$ cat config.mk
export PLATFORM = sky130hd
export DESIGN_NAME = pht_ctrl
export DESIGN_NICKNAME = d
export VERILOG_FILES = /design/src/design/assert_macros.svh /design/src/design/pht_pkg.sv /design/src/design/pht_ctrl.sv
export SDC_FILE = /design/constraint.sdc
export NUM_CORES = 1
export LEC_CHECK = 0
export ABC_AREA = 1
export CORE_AREA = 5 5 42 44
export DETAILED_ROUTE_END_ITERATION = 10
export DIE_AREA = 0 0 47 49
export DONT_BUFFER_PORTS = 1
export PLACE_DENSITY = 0.38
export REMOVE_ABC_BUFFERS = 1
export SLEW_MARGIN = 15
export SYNTH_ARGS = -nofsm -noshare
export SYNTH_HDL_FRONTEND = slang
export SYNTH_SLANG_ARGS = --single-unit
export TNS_END_PERCENT = 30
$ cat constraint.sdc
create_clock -name clk -period 1.9 [get_ports clk]
set_input_delay 0.38 -clock clk [delete_from_list [all_inputs] [get_ports clk]]
set_output_delay 0.38 -clock clk [all_outputs]
set_load 0.05 [all_outputs]
$ cat src/design/assert_macros.svh
// Assertion macros used by the top-level RTL file of the packed handle table.
`ifndef ASSERT_MACROS_SVH
`define ASSERT_MACROS_SVH

`ifndef ASSERT_OFF

// Same-cycle implication, ignored while reset is asserted.
`define ASSERT_IMPL(label, clk, rst_n, ante, cons) \
  label: assert property (@(posedge clk) disable iff (!rst_n) (ante) |-> (cons)) \
    else $error("assertion failed: same-cycle implication");

// Next-cycle implication, ignored while reset is asserted.
`define ASSERT_NEXT(label, clk, rst_n, ante, cons) \
  label: assert property (@(posedge clk) disable iff (!rst_n) (ante) |=> (cons)) \
    else $error("assertion failed: next-cycle implication");

`else

`define ASSERT_IMPL(label, clk, rst_n, ante, cons)
`define ASSERT_NEXT(label, clk, rst_n, ante, cons)

`endif

`endif

$ cat src/design/pht_pkg.sv
// Package: types, codes and constants of the packed handle table.
`default_nettype none
package pht_pkg;

  localparam int PHT_SLOTS = 256;
  localparam int HANDLE_W  = 32;
  localparam int VALUE_W   = 32;
  localparam int SLOT_FW   = 16;

  localparam logic [1:0] CMD_CREATE = 2'd0;
  localparam logic [1:0] CMD_SET    = 2'd1;
  localparam logic [1:0] CMD_REMOVE = 2'd2;

  localparam logic [1:0] STS_OK   = 2'd0;
  localparam logic [1:0] STS_FULL = 2'd1;
  localparam logic [1:0] STS_BAD  = 2'd2;

  typedef enum logic [2:0] {
    ST_CLEAR,
    ST_IDLE,
    ST_CHECK,
    ST_MOVE,
    ST_FREE
  } state_t;

  typedef struct packed {
    logic clear_step;
    logic accept;
    logic exec_create;
    logic exec_set;
    logic fetch_last;
    logic move;
    logic release_slot;
    logic finish;
  } ctrl_cmd_t;

  typedef struct packed {
    logic       clear_last;
    logic [1:0] op;
    logic       create_ok;
    logic       handle_ok;
  } dp_status_t;

endpackage
`default_nettype wire

$ cat src/design/pht_ctrl.sv
// Controller state machine of the packed handle table.
`default_nettype none
module pht_ctrl import pht_pkg::*; (
  input  wire logic       clk,
  input  wire logic       rst_n,
  input  wire logic       start,
  input  wire dp_status_t sts,
  output logic            busy,
  output ctrl_cmd_t       cmd
);

  state_t state_r, state_nxt;

  always_ff @(posedge clk) begin
    if (!rst_n) begin
      state_r <= ST_CLEAR;
    end else begin
      state_r <= state_nxt;
    end
  end

  always_comb begin
    state_nxt = state_r;
    unique case (state_r)
      ST_CLEAR: if (sts.clear_last) state_nxt = ST_IDLE;
      ST_IDLE:  if (start) state_nxt = ST_CHECK;
      ST_CHECK: begin
        if (sts.op == CMD_REMOVE && sts.handle_ok) state_nxt = ST_MOVE;
        else state_nxt = ST_IDLE;
      end
      ST_MOVE:  state_nxt = ST_FREE;
      ST_FREE:  state_nxt = ST_IDLE;
      default:  state_nxt = ST_CLEAR;
    endcase
  end

  always_comb begin
    cmd  = '0;
    busy = 1'b1;
    unique case (state_r)
      ST_CLEAR: cmd.clear_step = 1'b1;
      ST_IDLE: begin
        busy       = 1'b0;
        cmd.accept = start;
      end
      ST_CHECK: begin
        cmd.exec_create = (sts.op == CMD_CREATE);
        cmd.exec_set    = (sts.op == CMD_SET);
        if (sts.op == CMD_REMOVE && sts.handle_ok) cmd.fetch_last = 1'b1;
        else cmd.finish = 1'b1;
      end
      ST_MOVE: cmd.move = 1'b1;
      ST_FREE: begin
        cmd.release_slot = 1'b1;
        cmd.finish       = 1'b1;
      end
      default: cmd = '0;
    endcase
  end

endmodule
`default_nettype wire

# ---- Word level (Yosys, flattened, before mapping)
# Index checks and enable logic that the tools add are counted.
dict set report op_classes {
  n_eq_ne 8
  mux 13
  n_reduce_logical 4
}
# cell count
set ops {}
lappend ops {{case mux 3 bit (5 select lines)} 1}
lappend ops {{2-to-1 mux 3 bit} 3}
lappend ops {{2-to-1 mux 1 bit} 7}
lappend ops {{== test 3 x 2 -> 1 bit (second input constant)} 2}
lappend ops {{inequality test 2 bit (second input constant)} 2}
lappend ops {{== test 3 x 1 -> 1 bit (second input constant)} 1}
lappend ops {{== test 3 bit (second input constant)} 1}
lappend ops {{logical NOT 3 bit} 1}
lappend ops {{== test 2 x 1 -> 1 bit (second input constant)} 1}
lappend ops {{== test 2 bit (second input constant)} 1}
lappend ops {{logical NOT 2 bit} 1}
lappend ops {{2-to-1 mux 2 bit} 1}
lappend ops {{case mux 1 bit (2 select lines)} 1}
lappend ops {{AND reduction 2 bit} 1}
lappend ops {{logical AND 1 bit} 1}
dict set report totals {
  register_bits 3
  in_bits 8
  output_inout_bits 9
  wordCells 26
}

# ---- Longest topological paths before layout
dict set report depth {
  ltp_word 4
  ltp_mapped 5
  mapped_depth_nobuf 5
}

# ---- Worst setup path after synthesis
# Ideal clock, no wire load.
dict set report synth_path {
  kind {reg2out}
  from {register state_r[1]}
  to {output port cmd[3] (netlist name)}
  arrival_ns 1.704
  t_required_ns 1.520
  setup_slack_ns -0.184
  stages_incl_launch_ff 5
  n_path_buf 0
  cell_sequence {dfxtp_1 -> inv_2 -> nor3_4 -> inv_2 -> nor3_1}
}
# element line_no
set synth_lines {}
lappend synth_lines {{start: declaration} pht_ctrl.sv:12} ;# state_t state_r, state_nxt;
lappend synth_lines {{start signal: assignment} pht_ctrl.sv:18} ;# state_r <= state_nxt;
lappend synth_lines {{end: declaration} pht_ctrl.sv:9} ;# output ctrl_cmd_t cmd

==> metrics.log <==
[metrics] status: completed
[metrics] synthesis-to-layout area growth: 45.95%
[metrics] number of fillers in the final layout: 171
[metrics] registers with the most flip-flops: state_r: 3 flops
[metrics] antenna violations before repair: 0
[metrics] area of the multi-input gates: 133.9 sq um
[metrics] number of design rule violations left after detail routing: 0
[metrics] top cell types by occurrence after synthesis: sky130_fd_sc_hd__nor2_1 (10), sky130_fd_sc_hd__inv_1 (6), sky130_fd_sc_hd__nand2_1 (5)
[metrics] count of flip-flops with a built-in enable after synthesis: 0
[metrics] WL final: 611 microns
[metrics] number of distinct library cells after synthesis: 12
[metrics] Wirelength per Cell: 9.119 microns
[metrics] post-synthesis cell count: 39
[metrics] post-cts sizing count: 0
[metrics] flip-flop and latch count after synthesis: 3
[metrics] final number of setup-violating endpoints: 0
[metrics] combinational family with the most area after synthesis: simple AND/OR/NAND/NOR gates
[metrics] post-detailed-route via-to-cell ratio: 3.925
[metrics] post-synthesis cell area: 231.5 sq um
[metrics] number of max-slew violations in the final report: 0
[metrics] Layout Nets: 60
[metrics] CTS buffer count: 3
[metrics] pin count of the biggest net entering global routing: 7
[metrics] relative slew slack: 72.09%
[metrics] die outline width: 47 microns
[metrics] Lkg Pwr: 0.1760 nW
[metrics] kind of start point of the critical path: flip-flop
[metrics] average footprint of a synthesized cell: ~5.9 sq um
[metrics] Worst Hold Class: in -> reg
[metrics] mux contribution to synthesized area: 0%
[metrics] Root Buffer Master: sky130_fd_sc_hd__clkbuf_4
[metrics] cell with the most instances after synthesis: sky130_fd_sc_hd__nor2_1
[metrics] initial core utilization: 16.52%
[metrics] count of max-cap constraint violations: 0
[metrics] hold violation total from the final report: 0
[metrics] transition time at the pin with the least slew margin: 0.4182 ns
[metrics] cells taking the most area after synthesis: sky130_fd_sc_hd__dfxtp_1 (26%), sky130_fd_sc_hd__nor2_1 (16%), sky130_fd_sc_hd__inv_1 (9.7%)
[metrics] Post CTS Setup Buffer Count: 0
[metrics] fraction of final layout cells with drive strength greater than 1: 35.29%
[metrics] instance count after placement with tap cells included: 63
[metrics] total number of vias: 263
[metrics] floorplan die area: 2303 sq um
[metrics] sequential area share after synthesis: approximately 26%
[metrics] standard-cell rows: 14
[metrics] Clock Path Buffers: 2
[metrics] Period Utilization, post-route: 89.69%
[metrics] xor and xnor fraction of the mapped netlist area: 0%
[metrics] final critical path time including I/O delays and setup: 1.704 ns
[metrics] Highest Clock Rate: 0.5868 GHz
[metrics] Max rail drop VDD: between 0.2 and 0.3 mV
[metrics] Async SR Flop Fraction: 0%
[metrics] share of the synthesized area in the top cell type: between 20% and 30%
[metrics] most flop-heavy register: state_r
[metrics] number of clock sinks: 3
[metrics] Port Buffers: 0
[metrics] adder and majority gate portion of the synthesized area: 0%
[metrics] crit path capture type: primary output
[metrics] gpl congestion: around 0.64
[metrics] total number of yosys warnings: 0
[metrics] top cell type by total area after synthesis: sky130_fd_sc_hd__dfxtp_1
[metrics] data required time of the worst path: 1.52 ns
[metrics] post-synthesis simple-gate area fraction: around 53%
[metrics] flip-flop count of the largest register after layout: 3
[metrics] H-tree levels: 1
[metrics] final standard cell count with taps included and fillers excluded: between 60 and 70
[metrics] post-DP HPWL: 504.6 microns
[metrics] Overflow after GRT: 0
[metrics] number of global-route vias before repair: roughly 250
[metrics] first-pass iteration count of the detailed router: 2
[metrics] FF+latch area: 60.06 sq um
[metrics] antenna violation net count after detailed routing: 0
[metrics] clock transition time at the flip-flop clock pins of the worst setup and hold paths: 0.04 ns
[metrics] category of the critical setup timing path: reg -> out
[metrics] Compound-Gate Fraction of Synth Area: approximately 4.9%
[metrics] final clock skew: 0.002260 ns
[metrics] reg-to-reg setup timing slack: 0.95 ns
[metrics] global-route usage over all layers: ~5.7%
[metrics] worst endpoint data arrival time: 1.32 ns
[metrics] worst skew pair latency: 0.23 ns
[metrics] Post-CTS Hold Fix Bufs: 0
[metrics] Power per Cell Area: 818.1 nW/um^2
[metrics] die height: 49 microns
[metrics] TritonCTS clock tree: done
[metrics] final core utilization: 24.11%
[metrics] top_reg_cell synth: sky130_fd_sc_hd__dfxtp_1
[metrics] wire length of the first global-routing pass: 938 microns
[metrics] First DRT Iteration DRCs: 4
[metrics] unrepaired setup endpoints after global routing: no
[metrics] Core ar.: 1401 sq um
[metrics] total I/O pin count: 17
[metrics] highest net fanout along the worst path: 6
[metrics] antenna diode count: 0
## critical path: stages, from the launching register on
cell                      delay (ns)
sky130_fd_sc_hd__dfxtp_1        0.43
sky130_fd_sc_hd__inv_2          0.07
sky130_fd_sc_hd__nor3_4         0.16
sky130_fd_sc_hd__inv_2          0.06
sky130_fd_sc_hd__nor3_1         0.14
sky130_fd_sc_hd__buf_4          0.23
## through the flow
stage               cell area (sq um)  power (mW)  setup TNS (ns)  setup slack, ns  hold slack, ns
floorplan                       231.5      0.1462         -0.3672          -0.1836          0.5127
global placement                311.5      0.1692               0           0.4493          0.5286
detailed placement              311.5      0.1690               0           0.4429          0.5266
CTS                             337.8      0.2874               0           0.1823          0.2748
global route                    337.8      0.2981               0          0.05979          0.2892
finish                          337.8      0.2764               0           0.1959          0.2855
## kinds of logic (layout without fill, tap and decap cells)
family,count (synthesis),after routing
buffers and inverters,10,22
and+or+nand+nor,24,24
DFF,3,3
AOI/OAI and AO/OA,2,2
## cell type report
cell class                      count  area share, %
Clock buffer                        4          7.778
Tap cell                           16          5.926
Sequential cell                     3          17.78
Timing Repair Buffer                8          17.78
Multi-Input combinational cell     26          39.63
Inverter                           10          11.11
## report_power, final
part / internal, mW / switching [mW] / total, mW
Clock: 0.0786 / 0.0311 / 0.110
Combinational: 0.0263 / 0.0651 / 0.0913
Sequential: 0.0676 / 0.00776 / 0.0753
## placed cells by master, fill, tap and decap left out
cell type / count
sky130_fd_sc_hd__inv_1: 6
sky130_fd_sc_hd__nand3_1: 4
sky130_fd_sc_hd__o22ai_1: 1
sky130_fd_sc_hd__a21oi_1: 1
sky130_fd_sc_hd__dfxtp_1: 3
sky130_fd_sc_hd__inv_2: 4
sky130_fd_sc_hd__buf_4: 8
sky130_fd_sc_hd__nor3_4: 1
sky130_fd_sc_hd__nor3_2: 1
sky130_fd_sc_hd__clkbuf_4: 3
sky130_fd_sc_hd__nand3_2: 1
sky130_fd_sc_hd__nor3_1: 2
sky130_fd_sc_hd__nand2_1: 5
sky130_fd_sc_hd__clkbuf_1: 1
sky130_fd_sc_hd__nor2_1: 10
## worst paths after layout
check | endpoint | cells after the start | start
worst max-delay path | cmd[3] | 5 | state_r[1]
worst min-delay path | state_r[0] | 2 | rst_n
worst max register to register | state_r[0] | 5 | state_r[2]
worst min register to register | state_r[2] | 2 | state_r[0]
## metal layers
metal	track usage (%)	part of all wire (%)	vias to the layer above
met4	5.530	0	0
met3	1.845	16	0
li1	-	-	143
met5	0	0	-
met1	6.608	39	108
met2	7.692	45	12
(Power assumes the default switching activity.)
